### src/rtl/lec_pkg.sv
`timescale 1ns / 1ps
// Package: event codes, effect modes, register indexes and reset values of the LED effect controller.
package lec_pkg;

    // Event codes carried in the action field
    typedef enum logic [2:0] {
        ACT_TICK       = 3'd0,
        ACT_SET_ENABLE = 3'd1,
        ACT_TOGGLE     = 3'd2,
        ACT_SET_LEVEL  = 3'd3,
        ACT_UP         = 3'd4,
        ACT_DOWN       = 3'd5,
        ACT_SET_MODE   = 3'd6,
        ACT_NEXT_MODE  = 3'd7
    } action_t;

    // Effect modes
    localparam logic [1:0] MODE_FIXED  = 2'd0;
    localparam logic [1:0] MODE_BREATH = 2'd1;
    localparam logic [1:0] MODE_BLINK  = 2'd2;

    // Configuration register indexes
    localparam int CFG_INDEX_W = 3;
    localparam int CFG_DATA_W  = 16;
    localparam logic [CFG_INDEX_W-1:0] CFG_BLINK_PERIOD  = 3'd0;
    localparam logic [CFG_INDEX_W-1:0] CFG_BREATH_PERIOD = 3'd1;
    localparam logic [CFG_INDEX_W-1:0] CFG_BREATH_INC    = 3'd2;
    localparam logic [CFG_INDEX_W-1:0] CFG_USER_INC      = 3'd3;
    localparam logic [CFG_INDEX_W-1:0] CFG_LEVEL_CEILING = 3'd4;
    localparam logic [CFG_INDEX_W-1:0] CFG_LEVEL_FLOOR   = 3'd5;

    // Register reset values
    localparam logic [15:0] RST_BLINK_PERIOD  = 16'd500;
    localparam logic [15:0] RST_BREATH_PERIOD = 16'd20;
    localparam logic [6:0]  RST_BREATH_INC    = 7'd4;
    localparam logic [7:0]  RST_USER_INC      = 8'd16;
    localparam logic [7:0]  RST_LEVEL_CEILING = 8'd255;
    localparam logic [7:0]  RST_LEVEL_FLOOR   = 8'd0;

    // State reset values
    localparam logic [7:0]  RST_BRIGHTNESS    = 8'd128;

endpackage

### src/rtl/lec_if.sv
`timescale 1ns / 1ps
// Interfaces: event input, frame result and configuration write channels.

interface lec_event_if;
    import lec_pkg::*;
    logic        valid;
    logic        ready;
    logic [2:0]  action;
    logic [31:0] now_ms;
    logic [7:0]  operand;

    modport source (output valid, output action, output now_ms, output operand, input ready);
    modport sink   (input valid, input action, input now_ms, input operand, output ready);
endinterface

interface lec_frame_if;
    logic       valid;
    logic       ready;
    logic [7:0] frame_level;
    logic [7:0] current_brightness;
    logic [1:0] current_mode;
    logic       is_enabled;

    modport source (output valid, output frame_level, output current_brightness,
                    output current_mode, output is_enabled, input ready);
    modport sink   (input valid, input frame_level, input current_brightness,
                    input current_mode, input is_enabled, output ready);
endinterface

interface lec_cfg_if;
    import lec_pkg::*;
    logic                   valid;
    logic                   ready;
    logic [CFG_INDEX_W-1:0] index;
    logic [CFG_DATA_W-1:0]  data;

    modport source (output valid, output index, output data, input ready);
    modport sink   (input valid, input index, input data, output ready);
endinterface

### src/rtl/led_effect_controller_core.sv
`timescale 1ns / 1ps
// Top level: LED effect controller, an event per cycle unless stalled, a frame per refresh.
//
//  channel  modport  moves                                     transfer when
//  evt      sink     action, now_ms, operand                   evt.valid && evt.ready
//  frame    source   frame_level, current_brightness,          frame.valid && frame.ready
//                    current_mode, is_enabled
//  cfg      sink     index, data                               cfg.valid (ready tied high)
//
//  An event sits in the input register while the single pass of update logic runs; the
//  edge on which it advances writes the state and the frame register together, so its
//  frame is offered from the frame register, which follows the input register.
//  One event is taken per cycle unless the frame side stalls, a rate set by the update pass.
//  The input register advances only while the frame register is free or being drained.
//  rst_n clears control state and loads the register and state defaults asynchronously.
module led_effect_controller_core
    import lec_pkg::*;
(
    input  logic        clk,
    input  logic        rst_n,
    lec_event_if.sink   evt,
    lec_frame_if.source frame,
    lec_cfg_if.sink     cfg
);

    // Configuration registers
    logic [15:0] blink_period_reg;
    logic [15:0] breath_period_reg;
    logic [6:0]  breath_inc_reg;
    logic [7:0]  user_inc_reg;
    logic [7:0]  ceiling_reg;
    logic [7:0]  floor_reg;

    // Effect state
    logic        enable_reg,     enable_next;
    logic [7:0]  bright_reg,     bright_next;
    logic [1:0]  mode_reg,       mode_next;
    logic [31:0] last_time_reg,  last_time_next;
    logic        falling_reg,    falling_next;
    logic        shown_reg,      shown_next;

    // Input register
    logic        in_valid_reg;
    action_t     act_reg;
    logic [31:0] now_reg;
    logic [7:0]  opnd_reg;

    // Frame register
    logic        out_valid_reg;
    logic [7:0]  out_level_reg;
    logic [7:0]  out_bright_reg;
    logic [1:0]  out_mode_reg;
    logic        out_enable_reg;

    logic        advance;
    logic        emit;
    logic [7:0]  level;
    logic        evt_xfer;

    logic [31:0]       elapsed;
    logic              blink_due;
    logic              breath_due;
    logic signed [9:0] ramp_sum;
    logic              ramp_hi;
    logic              ramp_lo;
    logic [8:0]        up_sum;
    logic [7:0]        up_level;
    logic [7:0]        down_level;

    assign cfg.ready = 1'b1;

    // Write configuration registers
    always_ff @(posedge clk or negedge rst_n)
    begin
        if (!rst_n)
        begin
            blink_period_reg  <= RST_BLINK_PERIOD;
            breath_period_reg <= RST_BREATH_PERIOD;
            breath_inc_reg    <= RST_BREATH_INC;
            user_inc_reg      <= RST_USER_INC;
            ceiling_reg       <= RST_LEVEL_CEILING;
            floor_reg         <= RST_LEVEL_FLOOR;
        end
        else if (cfg.valid)
        begin
            case (cfg.index)
                CFG_BLINK_PERIOD:  blink_period_reg  <= cfg.data;
                CFG_BREATH_PERIOD: breath_period_reg <= cfg.data;
                CFG_BREATH_INC:    breath_inc_reg    <= cfg.data[6:0];
                CFG_USER_INC:      user_inc_reg      <= cfg.data[7:0];
                CFG_LEVEL_CEILING: ceiling_reg       <= cfg.data[7:0];
                CFG_LEVEL_FLOOR:   floor_reg         <= cfg.data[7:0];
                default:           ;
            endcase
        end
    end

    // Handshake: advance when the frame register can take a new frame
    assign advance   = in_valid_reg && (!out_valid_reg || frame.ready);
    assign evt.ready = !in_valid_reg || advance;
    assign evt_xfer  = evt.valid && evt.ready;

    // Hold the accepted event
    always_ff @(posedge clk or negedge rst_n)
    begin
        if (!rst_n)
        begin
            in_valid_reg <= 1'b0;
        end
        else if (evt_xfer)
        begin
            in_valid_reg <= 1'b1;
        end
        else if (advance)
        begin
            in_valid_reg <= 1'b0;
        end
    end

    always_ff @(posedge clk)
    begin
        if (evt_xfer)
        begin
            act_reg  <= action_t'(evt.action);
            now_reg  <= evt.now_ms;
            opnd_reg <= evt.operand;
        end
    end

    // Timing and level arithmetic
    assign elapsed    = now_reg - last_time_reg;
    assign blink_due  = elapsed >= {16'd0, blink_period_reg};
    assign breath_due = elapsed >= {16'd0, breath_period_reg};
    assign ramp_sum   = falling_reg
                        ? ($signed({2'b00, bright_reg}) - $signed({3'b000, breath_inc_reg}))
                        : ($signed({2'b00, bright_reg}) + $signed({3'b000, breath_inc_reg}));
    assign ramp_hi    = ramp_sum >= $signed({2'b00, ceiling_reg});
    assign ramp_lo    = ramp_sum <= $signed({2'b00, user_inc_reg});
    assign up_sum     = {1'b0, bright_reg} + {1'b0, user_inc_reg};
    assign up_level   = (up_sum > {1'b0, ceiling_reg}) ? ceiling_reg : up_sum[7:0];
    assign down_level = (bright_reg <= user_inc_reg) ? floor_reg : (bright_reg - user_inc_reg);

    // Decode the event against the current state
    always_comb
    begin
        enable_next    = enable_reg;
        bright_next    = bright_reg;
        mode_next      = mode_reg;
        last_time_next = last_time_reg;
        falling_next   = falling_reg;
        shown_next     = shown_reg;
        emit           = 1'b1;
        level          = bright_reg;
        case (act_reg)
            ACT_TICK:
            begin
                emit = 1'b0;
                if (enable_reg && mode_reg == MODE_BLINK && blink_due)
                begin
                    emit           = 1'b1;
                    last_time_next = now_reg;
                    shown_next     = !shown_reg;
                    level          = shown_reg ? 8'd0 : bright_reg;
                end
                else if (enable_reg && mode_reg == MODE_BREATH && breath_due)
                begin
                    emit           = 1'b1;
                    last_time_next = now_reg;
                    if (ramp_hi)
                    begin
                        bright_next  = ceiling_reg;
                        falling_next = 1'b1;
                    end
                    else if (ramp_lo)
                    begin
                        bright_next  = user_inc_reg;
                        falling_next = 1'b0;
                    end
                    else
                    begin
                        bright_next = ramp_sum[7:0];
                    end
                    level = bright_next;
                end
            end
            ACT_SET_ENABLE:
            begin
                enable_next = (opnd_reg != 8'd0);
                shown_next  = 1'b1;
            end
            ACT_TOGGLE:
            begin
                enable_next = !enable_reg;
                shown_next  = 1'b1;
            end
            ACT_SET_LEVEL:
            begin
                bright_next = opnd_reg;
                level       = opnd_reg;
            end
            ACT_UP:
            begin
                bright_next = up_level;
                level       = up_level;
            end
            ACT_DOWN:
            begin
                bright_next = down_level;
                level       = down_level;
            end
            ACT_SET_MODE:
            begin
                mode_next      = (opnd_reg > {6'd0, MODE_BLINK}) ? MODE_FIXED : opnd_reg[1:0];
                last_time_next = now_reg;
                falling_next   = 1'b0;
                shown_next     = 1'b1;
            end
            ACT_NEXT_MODE:
            begin
                mode_next      = (mode_reg == MODE_BLINK) ? MODE_FIXED : (mode_reg + 2'd1);
                last_time_next = now_reg;
                falling_next   = 1'b0;
                shown_next     = 1'b1;
            end
            default:
            begin
                emit = 1'b0;
            end
        endcase
    end

    // Commit the state on advance
    always_ff @(posedge clk or negedge rst_n)
    begin
        if (!rst_n)
        begin
            enable_reg    <= 1'b0;
            bright_reg    <= RST_BRIGHTNESS;
            mode_reg      <= MODE_FIXED;
            last_time_reg <= 32'd0;
            falling_reg   <= 1'b0;
            shown_reg     <= 1'b1;
        end
        else if (advance)
        begin
            enable_reg    <= enable_next;
            bright_reg    <= bright_next;
            mode_reg      <= mode_next;
            last_time_reg <= last_time_next;
            falling_reg   <= falling_next;
            shown_reg     <= shown_next;
        end
    end

    // Load or drop the frame register
    always_ff @(posedge clk or negedge rst_n)
    begin
        if (!rst_n)
        begin
            out_valid_reg <= 1'b0;
        end
        else if (advance && emit)
        begin
            out_valid_reg <= 1'b1;
        end
        else if (frame.ready)
        begin
            out_valid_reg <= 1'b0;
        end
    end

    always_ff @(posedge clk)
    begin
        if (advance && emit)
        begin
            out_level_reg  <= enable_next ? level : 8'd0;
            out_bright_reg <= bright_next;
            out_mode_reg   <= mode_next;
            out_enable_reg <= enable_next;
        end
    end

    assign frame.valid              = out_valid_reg;
    assign frame.frame_level        = out_level_reg;
    assign frame.current_brightness = out_bright_reg;
    assign frame.current_mode       = out_mode_reg;
    assign frame.is_enabled         = out_enable_reg;

`ifndef NO_ASSERTIONS
    // A disabled strip never shows light
    a_dark_when_disabled: assert property (@(posedge clk) disable iff (!rst_n)
        frame.valid && !frame.is_enabled |-> frame.frame_level == 8'd0)
        else $error("frame level nonzero while disabled");

    // A refresh lands in the frame register the cycle after it advances
    a_emit_loads_frame: assert property (@(posedge clk) disable iff (!rst_n)
        advance && emit |=> frame.valid)
        else $error("refresh lost on its way to the frame register");

    // A tick while disabled refreshes nothing
    a_no_tick_when_off: assert property (@(posedge clk) disable iff (!rst_n)
        in_valid_reg && act_reg == ACT_TICK && !enable_reg |-> !emit)
        else $error("tick refreshed a disabled strip");

    // The mode register never holds the unused code
    a_mode_legal: assert property (@(posedge clk) disable iff (!rst_n)
        mode_reg != 2'd3)
        else $error("effect mode out of range");

    // An empty input register always takes an event
    a_ready_when_empty: assert property (@(posedge clk) disable iff (!rst_n)
        !in_valid_reg |-> evt.ready)
        else $error("input stalled while empty");
`endif

endmodule

### src/flat_wrapper.sv
// flat-port wrapper written by rule: the top's interface ports become plain ports
module led_effect_controller_core_flat import lec_pkg::*;
  (clk, rst_n, evt_valid, evt_action, evt_now_ms, evt_operand, evt_ready, frame_valid, frame_frame_level, frame_current_brightness, frame_current_mode, frame_is_enabled, frame_ready, cfg_valid, cfg_index, cfg_data, cfg_ready);
  lec_event_if evt_i ();
  lec_frame_if frame_i ();
  lec_cfg_if cfg_i ();
  input  logic clk;
  input  logic rst_n;
  input wire logic [$bits(evt_i.valid)-1:0] evt_valid;
  input wire logic [$bits(evt_i.action)-1:0] evt_action;
  input wire logic [$bits(evt_i.now_ms)-1:0] evt_now_ms;
  input wire logic [$bits(evt_i.operand)-1:0] evt_operand;
  output wire logic [$bits(evt_i.ready)-1:0] evt_ready;
  output wire logic [$bits(frame_i.valid)-1:0] frame_valid;
  output wire logic [$bits(frame_i.frame_level)-1:0] frame_frame_level;
  output wire logic [$bits(frame_i.current_brightness)-1:0] frame_current_brightness;
  output wire logic [$bits(frame_i.current_mode)-1:0] frame_current_mode;
  output wire logic [$bits(frame_i.is_enabled)-1:0] frame_is_enabled;
  input wire logic [$bits(frame_i.ready)-1:0] frame_ready;
  input wire logic [$bits(cfg_i.valid)-1:0] cfg_valid;
  input wire logic [$bits(cfg_i.index)-1:0] cfg_index;
  input wire logic [$bits(cfg_i.data)-1:0] cfg_data;
  output wire logic [$bits(cfg_i.ready)-1:0] cfg_ready;
  assign evt_i.valid = evt_valid;
  assign evt_i.action = evt_action;
  assign evt_i.now_ms = evt_now_ms;
  assign evt_i.operand = evt_operand;
  assign evt_ready = evt_i.ready;
  assign frame_valid = frame_i.valid;
  assign frame_frame_level = frame_i.frame_level;
  assign frame_current_brightness = frame_i.current_brightness;
  assign frame_current_mode = frame_i.current_mode;
  assign frame_is_enabled = frame_i.is_enabled;
  assign frame_i.ready = frame_ready;
  assign cfg_i.valid = cfg_valid;
  assign cfg_i.index = cfg_index;
  assign cfg_i.data = cfg_data;
  assign cfg_ready = cfg_i.ready;
  led_effect_controller_core u_core (.clk(clk), .rst_n(rst_n), .evt(evt_i), .frame(frame_i), .cfg(cfg_i));
endmodule
### config.mk
export PLATFORM = sky130hd
export DESIGN_NAME = led_effect_controller_core_flat
export DESIGN_NICKNAME = d
export VERILOG_FILES = /design/src/rtl/lec_pkg.sv /design/src/rtl/lec_if.sv /design/src/rtl/led_effect_controller_core.sv /design/src/flat_wrapper.sv
export SDC_FILE = /design/constraint.sdc
export NUM_CORES = 1
export LEC_CHECK = 0
export ABC_AREA = 1
export BUFFER_PORTS_ARGS = -buffer_cell sky130_fd_sc_hd__buf_2
export CAP_MARGIN = 20
export CORE_MARGIN = 2
export CORE_UTILIZATION = 50
export DETAILED_ROUTE_END_ITERATION = 6
export PLACE_DENSITY = 0.69
export SLEW_MARGIN = 40
export SYNTH_ARGS = -nofsm -noshare
export SYNTH_HDL_FRONTEND = slang
export SYNTH_SLANG_ARGS = --single-unit
export TNS_END_PERCENT = 100
### constraint.sdc
create_clock -name clk -period 11.1 [get_ports clk]
set_input_delay 0.555 -clock clk [delete_from_list [all_inputs] [get_ports clk]]
set_output_delay 0.555 -clock clk [all_outputs]
set_load 0.03 [all_outputs]
Yosys cells after proc, flatten, opt, wreduce, memory -nomap -nowiden
Cells that the tools add are included.

Input port bits: 67. Word-level logic and storage cells: 116. Bits in writable memories: 0. Memories: 0. Bits in latches: 0. Bits in registers: 172. Output and inout bits: 22. ROM bits: 0.

Divide/modulo/power cells: 0. Muxes and demuxes: 32. Multiply operators: 0. Equality and inequality tests: 19. Magnitude comparators: 7. Shifts and indexed selects: 0. Reduce and logical (&&, ||, !) cells: 31. Bitwise logic cells: 0. Add/sub/neg operators: 6.

Operators with widths (number): $ge A32 B16 Y1 (2); $mux W32 (2); $mux W8 (8); $pmux W32 S2 (1); $pmux W8 S4 (2); $sub A32 B32 Y32 (1); $eq A3 B3 Y1 const B (6); $eq A3 B2 Y1 const B (4); $mux W1 (12); $reduce_and A2 Y1 (6); $ge A10 B9 Y1 (1); $le A10 B9 Y1 (1); $mux W10 (1); $add A8 B7 Y9 (1); $add A8 B8 Y9 (1); $gt A9 B8 Y1 (1); $sub A8 B7 Y9 (1); $gt A8 B2 Y1 const B (1); $le A8 B8 Y1 (1); $reduce_bool A2 Y1 (4); $reduce_bool A8 Y1 (1); $sub A8 B8 Y8 (1); $logic_and A1 B1 Y1 (7); $eq A3 B1 Y1 const B (2); 16 further kinds (27).

Depth between registers and ports, before layout
Gate-level depths: netlist of the first run.

Depth in word-level cells: 8. Depth in mapped cells: 32.

Worst setup path before layout of the first run
No wires, ideal clock.

Path kind: register to register. Start point: register u_core.bright_reg[2]. End point: register u_core.out_level_reg[6], in the netlist u_core.frame.frame_level[6] (data pin). Setup slack: 7387 ps. Arrival time: 3448 ps. Stages on the path, launching flop included: 26. Period minus slack after synthesis: 3713 ps. Required time: 10834 ps. Path through: dfrtp_1 -> ha_1 -> buf_2 -> inv_1 -> a21oi_1 -> o21ai_0 -> a21oi_1 -> or2_2 -> nand2_1 -> nand2_1 -> nand2_1 -> inv_1 -> ha_1 -> nand2_1 -> inv_1 -> o21ai_0 -> a21boi_0 -> o21ai_0 -> nand2_1 -> buf_2 -> nor2_1 -> nor2_1 -> nor3_1 -> nand2_1 -> nand2_1 -> a21oi_1.

Word-level cells in the longest chain between the ends: 8. Elaborated cells between the ends (all ways): 16. Those cells by class: add/sub (4); order compare (4); mux (8).

RTL lines: start: declaration (line led_effect_controller_core.sv:36) `logic [7:0] bright_reg, bright_next;`; start signal: assignment (line led_effect_controller_core.sv:247) `bright_reg <= bright_next;`; $add A8 B7 Y9 or $sub A8 B7 Y9 (tied branches) (line led_effect_controller_core.sv:136, led_effect_controller_core.sv:135); $mux W10 (line led_effect_controller_core.sv:135) `? ($signed({2'b00, bright_reg}) - $signed({3'b000, breath_inc_reg}))`; $le A10 B9 Y1 (line led_effect_controller_core.sv:138) `assign ramp_lo = ramp_sum <= $signed({2'b00, user_inc_reg});`; $mux W8 (line led_effect_controller_core.sv:174) `else if (ramp_lo)`; $mux W8 (line led_effect_controller_core.sv:169) `if (ramp_hi)`; $mux W8 (line led_effect_controller_core.sv:165) `else if (enable_reg && mode_reg == MODE_BREATH && breath_due)`; $mux W8 (line led_effect_controller_core.sv:158) `if (enable_reg && mode_reg == MODE_BLINK && blink_due)`; $pmux W8 S4 (*) (line led_effect_controller_core.sv:154) `case (act_reg)`; end signal: assignment (line led_effect_controller_core.sv:276) `out_level_reg <= enable_next ? level : 8'd0;`; end: declaration (line led_effect_controller_core.sv:50) `logic [7:0] out_level_reg;`.

Every way passes the cells marked *; elsewhere a longest branch is shown, timed or not. A chain may end at the register's enable or synchronous reset.

Worst setup path in the final report of the first run
Start point: register u_core.now_reg[0]. End point: register u_core.out_level_reg[2], in the netlist u_core.frame.frame_level[2], enable pin.

Word-level cells in the longest chain between the ends: 7. Elaborated cells between the ends (all ways): 9. Those cells by class: add/sub (1); order compare (2); mux (3); reduce/logical (3).

RTL lines: start: declaration (line led_effect_controller_core.sv:45) `logic [31:0] now_reg;`; start signal: assignment (line led_effect_controller_core.sv:125) `now_reg <= evt.now_ms;`; $sub A32 B32 Y32 (*) (line led_effect_controller_core.sv:131) `assign elapsed = now_reg - last_time_reg;`; $ge A32 B16 Y1 (line led_effect_controller_core.sv:133) `assign breath_due = elapsed >= {16'd0, breath_period_reg};`; $logic_and A1 B1 Y1 (line led_effect_controller_core.sv:165); $mux W1 (line led_effect_controller_core.sv:165); $mux W1 (*) (line led_effect_controller_core.sv:158); $mux W1 (*) (line led_effect_controller_core.sv:154); $logic_and A1 B1 Y1 (*) (line led_effect_controller_core.sv:274) `if (advance && emit)`.

Marked as above.

==> key figures, run 1 <==
Clock tree
  • Post-cts resize count: 0
  • CTS root buffer: clkbuf_16
  • Cts hold-fix bufs: 0
  • Setup Buffers After CTS: 0
  • Clock latency on the worst-skew pair: 0.44 ns
  • CTS tree: yes
  • CTS Sinks: 172
  • H-tree depth: 4
  • CTS Buffer Depth: 2
  • Worst-path clk slew: 0.07 ns
  • TritonCTS Buffers: 17

Floorplanning
  • Row count: 58
  • Die area: 26,500 um^2
  • Chip Width: 163 um
  • Die extent in y: 163 um
  • Core box area: 25,000 um^2
  • I/O pin count: 89
  • Initial Util: 50.5%

Setup path
  • Crit path kind: reg2reg
  • CP Capture Type: flip-flop
  • CP arrival: 4.41 ns
  • Slowest stage cell, crit path: fa_1
  • Worst path top cell family by delay: simple AND/OR/NAND/NOR gates
  • Critical path buffer and inverter count: 3
  • CP Data Required Time: 11.17 ns
  • Startpoint class of the critical path: flip-flop
  • CP max stage delay: 0.41 ns
  • Cells along the critical path: inv_1, ha_1, fa_1, inv_1, nand3_1, nand3_1, nand2_1, nand2_1, xor2_1, ha_1, a21oi_1, nor3_1, a211oi_1, a21oi_1, nor2_1, nand3_4, nand2_4, nand3_4, nand2_1, inv_1
  • Crit path max fanout: 34

Drt
  • Routed length per instance: 15.4 um
  • Post-Route WL: 33,600 um
  • Final ANT Viol Nets: 0
  • DRC Markers: 0
  • Top routing layer in use: met4
  • Initial DRC Count: 927
  • Met3 Wirelength: 1550 um
  • Via density per instance: 5.24
  • WL met1: 14,500 um
  • TritonRoute pass-1 iters: 7
  • DR vias: 11,400
  • Wire length on met2: 16,000 um

Timing
  • Worst hold margin: 0.110 ns
  • Final Hold Fails: 0
  • Final period util: 39.1%
  • Final min period: 4.34 ns
  • Worst Clk Skew: 0.0173 ns
  • TNS Setup: 0 ns
  • Fmax achieved: 230 MHz
  • RSZ-0062 raised after global routing: no
  • Final setup violation count: 0
  • Slew margin rel.: 49.9%
  • Tightest Pin Transition: 0.749 ns
  • Final Max Slew Viols: 0

Synth
  • Post-synth top flop: dfrtp_1
  • Post-synth top area share: 18.0%
  • Number of synthesized register bits: 172
  • Post-synth top area cell: nand2_1
  • Synth unique cells: 45
  • Asr flop ratio synth: 64.0%
  • Sequential area share after synthesis: 36.8%
  • Synthesized area per cell: 7.17 um^2
  • Ys Warns: 0
  • Most frequent cells after synthesis: nand2_1 (606), inv_1 (282), ha_1 (117), o21ai_0 (101), dfrtp_1 (90)
  • Syn Nets: 1,948
  • Largest cells by area after synthesis: nand2_1 (18%), dfrtp_1 (18%), edfxtp_1 (15%), ha_1 (12%), inv_1 (8.4%)
  • Most numerous cell in the Yosys netlist: nand2_1
  • Synthesized area: 12,600 um^2
  • Mapped Cells: 1,759
  • EDFF count, synth: 62

Global routing
  • Gr usage total: 26.1%
  • Initial antenna violation count: 0
  • First-pass GRT wire length: 54,300 um
  • Largest net degree at the start of global routing: 73
  • GRT Residual Overflow: 0
  • Vias in the first global route: 10,800

Cells and area
  • Count of non-filler cells in the finished layout: 2,180
  • Ant diodes: 0
  • Final Instance Area: 14,000 um^2
  • Nets@finish: 2,026
  • Area delta synth->final: 10.9%
  • Layout cells sized above 1: 10.4%

Place
  • Hpwl dp: 26,000 um
  • Gpl congestion: 0.976
  • Post-DP Area: 13,400 um^2
  • PortBufs: 87
  • Placed cells: 2,147

Hold path
  • Worst min path class: in2async

Power and ir drop
  • LEAKAGE: 7.49 nW
  • Pwr/cell area: 281 nW/um^2
  • Worst IR drop on VDD: 0.000158 V

Job
  • MaxCap Viol Count: 0

Status
  • Outcome: finished, final reports clean
[report_power, final]
group          internal (W)  switching (W)
logic              0.000801        0.00152
clock network      0.000363       0.000281
registers          0.000832       0.000129
[layout make-up]
class	count	area [um^2]
Timing Repair Buffer	92	477
Tap cell	330	413
Multi-Input combinational cell	1244	6660
Sequential cell	172	4640
Fill cell	2450	11000
Clock inverter	10	110
Clock buffer	22	518
Inverter	310	1160
[cells in the final DEF, fill, tap and decap left out, types with 26 or more instances in the layout]
master	n
nand2_1	604
inv_1	281
ha_1	117
o21ai_0	101
dfrtp_1	90
nand3_1	89
nor2_1	88
buf_2	87
a21oi_1	78
edfxtp_1	62
nand4_1	49
xor2_1	26
[metal layers]
layer | up-vias | GRT usage (%)
li1 | 5766 | -
met1 | 5235 | 33.1
met2 | 346 | 44.5
met3 | 87 | 3.13
met4 | 0 | 12.2
met5 | - | 0
[through the flow]
stage,setup WS [ns],power (W),util [%]
2_1_floorplan,7.39,0.00269,-
3_3_place_gp,6.80,0.00322,53.4
3_5_place_dp,6.76,0.00327,53.5
4_1_cts,6.74,0.00392,56.0
5_1_grt,6.32,0.00433,56.0
6_report,6.76,0.00393,56.0
[logic make-up after synthesis]
logic type | share of synthesized area [%]
buffers and inverters | 10.5
other | 0.0297
AOI/OAI and AO/OA | 8.68
adders and majority gates | 12.4
and+or+nand+nor | 29.6
DFF | 36.8
xor gates and xnor gates | 2.01
[path summary, 6_finish.rpt]
check,startpoint,endpoint,slack (ns),cells past startpoint
min in group clk,evt_now_ms[6],u_core.now_reg[6]$_DFFE_PP_,0.29,1
worst max-delay path,u_core.now_reg[0]$_DFFE_PP_,u_core.frame.frame_level[2]$_SDFFCE_PN0P_,6.76,20
max in group asynchronous,rst_n,u_core.floor_reg[7]$_DFFE_PN0P_,9.91,2
worst min-delay path,rst_n,u_core.in_valid_reg$_DFFE_PN0P_,0.11,1
worst min register to register,u_core.last_time_reg[16]$_DFFE_PN0P_,u_core.last_time_reg[16]$_DFFE_PN0P_,0.47,2
worst max register to register,u_core.now_reg[0]$_DFFE_PP_,u_core.frame.frame_level[2]$_SDFFCE_PN0P_,6.76,20
Power figures use the tool's default switching activity.
==> run 2, diff against run 1 <==
Settings changed: ABC_AREA 1 to 0, PLACE_DENSITY 0.69 to 0.72.
Clock period 11.1 ns to 3.9 ns, I/O delays scaled along.
==> run 2 against run 1 <==
The flow now finishes with violations (setup timing); first-iteration DRC count shrank 17%; sequential power rose to 2.8 times the previous value; sequential share of layout area fell by 5.2 points; hold slack got worse by 0.10 ns; global-route usage is 2.9 points higher; non-clock buffer count is 288 higher; combinational power rose to 4.4 times the previous value; critical endpoint is now u_core.last_time_reg[12]$_DFFE_PN0P_.
==> key figures, run 2 <==
Global routing
  • GRT Residual Overflow: 0 (unchanged)
  • First-pass GRT wire length: 56,200 um (+3.4%)
  • Gr usage total: 29.0% (+2.9 points)
  • Initial antenna violation count: 0 (unchanged)
  • Vias in the first global route: 10,900 (+1.3%)
  • Largest net degree at the start of global routing: 111 (+52%)

Hold path
  • Hold endpoint: u_core.breath_period_reg[9]$_DFFE_PN0P_
  • Hold path depth: 3
  • Hold path startpoint: cfg_data[9]
  • Worst min path class: in2reg

Place
  • PortBufs: 87 (unchanged)
  • Hpwl dp: 24,400 um (-6.4%)
  • Gpl congestion: 0.951 (-2.5%)
  • Pre-CTS setup slack: -0.629 ns (-7.39 ns)

Timing
  • Final Hold Fails: 0 (unchanged)
  • Final setup violation count: 78 (+78)
  • Fmax achieved: 229 MHz (-0.48%)
  • Worst hold margin: 0.0103 ns (-0.0996 ns)
  • Tightest Pin Transition: 1.06 ns (+0.315 ns)
  • RSZ-0062 raised after global routing: yes
  • Final Max Slew Viols: 0 (unchanged)
  • Final min period: 4.36 ns (+0.0209 ns)
  • Final Worst Setup Slack: -0.461 ns (-7.22 ns)
  • Slew margin rel.: 29.0% (-21 points)
  • Final period util: 112% (+73 points)
  • Worst Clk Skew: 0.0106 ns (-0.00671 ns)

Clock tree
  • TritonCTS Buffers: 17 (unchanged)
  • Clock latency on the worst-skew pair: 0.44 ns (about the same)
  • Worst-path clk slew: 0.07 ns (about the same)
  • CTS tree: yes
  • CTS Buffer Depth: 2 (unchanged)
  • H-tree depth: 4 (unchanged)
  • CTS Sinks: 172 (unchanged)
  • CTS root buffer: clkbuf_16

Cells and area
  • Nets@finish: 1,772 (-13%)
  • Area of the multi-input gates: 7540 um^2 (+13%)
  • Register Area: 4640 um^2 (about the same)
  • Fillers: 1,662 (-32%)
  • Core Util, Final: 71.4% (+15 points)
  • Most frequent cells in the layout: buf_4 (212), nand2_1 (114), inv_1 (104), ha_1 (96), dfrtp_1 (87)
  • Area delta synth->final: 41.2%
  • Commonest non-fill, non-tap cell in the layout: buf_4
  • Layout cells sized above 1: 36.9% (+26 points)
  • Ant diodes: 0 (unchanged)

Setup path
  • Crit path max fanout: 8 (-76%)
  • Register-to-Register Path Depth: 20 (unchanged)
  • CP Capture Type: flip-flop
  • CP max stage delay: 0.40 ns (about the same)
  • Slowest stage cell, crit path: dfrtp_1
  • R2R Path Start: u_core.last_time_reg[1]$_DFFE_PN0P_
  • Worst reg-to-reg setup slack: -0.46 ns (-7.22 ns)
  • Critical path buffer and inverter count: 5 (+2)
  • Worst path top cell family by delay: compound AO/OA/AOI/OAI gates
  • CP arrival: 4.69 ns (+0.28 ns)
  • Crit path kind: reg2reg
  • R2r endpoint: u_core.last_time_reg[12]$_DFFE_PN0P_
  • CP Data Required Time: 4.23 ns (-6.94 ns)
  • Startpoint class of the critical path: flip-flop
  • Cells along the critical path: inv_2, ha_4, nor2b_4, o2111a_2, buf_6, o21ai_4, a21oi_4, xor2_4, ha_4, a21o_1, a21o_1, a21oi_2, o211ai_1, nor4_4, a21oi_4, o31ai_4, buf_6, buf_12, buf_16, mux2_4

Synth
  • Most frequent cells after synthesis: ha_1 (117), nand2_1 (116), inv_1 (109), o21ai_0 (94), dfrtp_1 (90)
  • Sequential area share after synthesis: 39.4% (+2.6 points)
  • Largest cells by area after synthesis: dfrtp_1 (19%), edfxtp_1 (16%), ha_1 (12%), dfstp_2 (4.5%), o21ai_0 (4.0%)
  • Post-synth top flop: dfrtp_1
  • Synthesized area: 11,800 um^2 (-6.7%)
  • Post-synth top area share: 19.1% (+1.1 points)
  • Asr flop ratio synth: 64.0% (unchanged)
  • Synth unique cells: 78 (+73%)
  • EDFF count, synth: 62 (unchanged)
  • Syn Nets: 1,417 (-27%)
  • Synthesized area per cell: 9.58 um^2 (+34%)
  • Number of synthesized register bits: 172 (unchanged)
  • Mapped Cells: 1,228 (-30%)
  • Post-synth top area cell: dfrtp_1
  • Ys Warns: 0 (unchanged)
  • Most numerous cell in the Yosys netlist: ha_1

Drt
  • TritonRoute pass-1 iters: 6 (-1)
  • Final ANT Viol Nets: 0 (unchanged)
  • Routed length per instance: 18.7 um (+21%)
  • Via density per instance: 5.70 (+8.6%)
  • DR vias: 10,900 (-4.6%)
  • Initial DRC Count: 773 (-17%)
  • Post-Route WL: 35,800 um (+6.4%)
  • DRC Markers: 0 (unchanged)

Status
  • Failing checks: setup timing
  • Outcome: finished with violations

Floorplanning
  • Initial Util: 50.6% (+0.064 points)
  • Core box area: 23,300 um^2 (-6.8%)
  • Chip Width: 157 um (-3.3%)
  • Die area: 24,800 um^2 (-6.5%)
  • Die extent in y: 157 um (-3.3%)
  • Row count: 56 (-3.4%)
  • I/O pin count: 89 (unchanged)

Power and ir drop
  • LEAKAGE: 7.40 nW (-1.1%)
  • Pwr/cell area: 884 nW/um^2 (+210%)
  • Worst IR drop on VDD: 0.000434 V (+170%)

Job
  • MaxCap Viol Count: 0 (unchanged)
[run 2: cell types whose count changed after synthesis, moves of 24 or more]
cell,delta
nand2_1,-490
inv_1,-173
nand3_1,-78
nand4_1,-33
mux2_1,+29
mux2i_1,+27
mux2_2,+26
inv_2,-25
nor2_1,-24
[run 2: how the worst max path moves through the flow]
stage | to | start | cells past startpoint | slack, ns
after floorplan | u_core.last_time_reg[23]$_DFFE_PN0P_ | u_core.last_time_reg[1]$_DFFE_PN0P_ | 19 | -0.11
after global placement | u_core.frame.current_brightness[6]$_DFFE_PP_ | u_core.now_reg[0]$_DFFE_PP_ | 18 | -0.58
after detailed placement | u_core.frame.current_brightness[2]$_DFFE_PP_ | u_core.now_reg[0]$_DFFE_PP_ | 18 | -0.63
after CTS | u_core.last_time_reg[25]$_DFFE_PN0P_ | u_core.now_reg[4]$_DFFE_PP_ | 21 | -0.41
after global routing | u_core.last_time_reg[12]$_DFFE_PN0P_ | u_core.last_time_reg[7]$_DFFE_PN0P_ | 20 | -0.61
final | u_core.last_time_reg[12]$_DFFE_PN0P_ | u_core.last_time_reg[1]$_DFFE_PN0P_ | 20 | -0.46
[run 2: stage by stage]
| stage | total power, W | TNS, ns | instance area [um^2] | std cells |
|---|---|---|---|---|
| CTS | 0.0135 | -25.09 | 16100 | 1897 |
| floorplan | 0.00740 | -3.81 | 11900 | 1228 |
| finish | 0.0147 | -26.75 | 16600 | 1915 |
| detailed placement | 0.0105 | -40.37 | 13900 | 1771 |
| global placement | 0.0103 | -35.63 | 13900 | 1771 |
| global route | 0.0156 | -39.01 | 16600 | 1915 |
[run 2: power breakdown]
part,switching (W),internal (W),leakage (nW)
Sequential,0.000320,0.00234,1.89
Combinational,0.00515,0.00511,5.23
Clock,0.000851,0.000917,0.288
Total,0.00632,0.00837,7.40
[run 2: layout make-up]
cell class              count  area share (%)
well taps                 319            2.40
repair buffers            380            18.1
clock buffers              17            2.56
inverters                 109            2.46
multi-input cells         903            45.4
flip-flops and latches    172            27.9
clock inverters            15            1.08
[run 2: per-layer routing]
layer / up-vias / track usage (%) / routed length, um
met5: - / 0 / 0
li1: 5154 / - / -
met3: 99 / 3.74 / 1690
met2: 386 / 51.3 / 18000
met4: 0 / 10.7 / 1390
met1: 5269 / 36.2 / 14700
[run 2: repair_timing]
action,in CTS,in global routing
hold buffers,49,0
pin swaps,49,67
endpoints found under the hold margin,140,0
buffers inserted,43,23
endpoints found under the setup margin,78,78
gates cloned,5,0
gates resized for setup,125,85
[run 2: cell families after synthesis]
logic type | count (synthesis) | share of synthesized area (%)
buffers and inverters | 154 | 5.23
xor gates and xnor gates | 36 | 2.68
other | 1 | 0.0319
DFF | 172 | 39.4
AOI/OAI and AO/OA | 340 | 18.5
muxes | 82 | 7.56
adders and majority gates | 122 | 13.3
and+or+nand+nor | 321 | 13.3
[run 2: worst reg2reg max path: stages, from the launching register on]
cell	delay, ns
dfrtp_1	0.40
inv_2	0.08
ha_4	0.19
nor2b_4	0.12
o2111a_2	0.30
buf_6	0.13
o21ai_4	0.26
a21oi_4	0.13
xor2_4	0.21
ha_4	0.24
a21o_1	0.19
a21o_1	0.16
a21oi_2	0.14
o211ai_1	0.17
nor4_4	0.40
a21oi_4	0.12
o31ai_4	0.24
buf_6	0.17
buf_12	0.13
buf_16	0.14
mux2_4	0.31
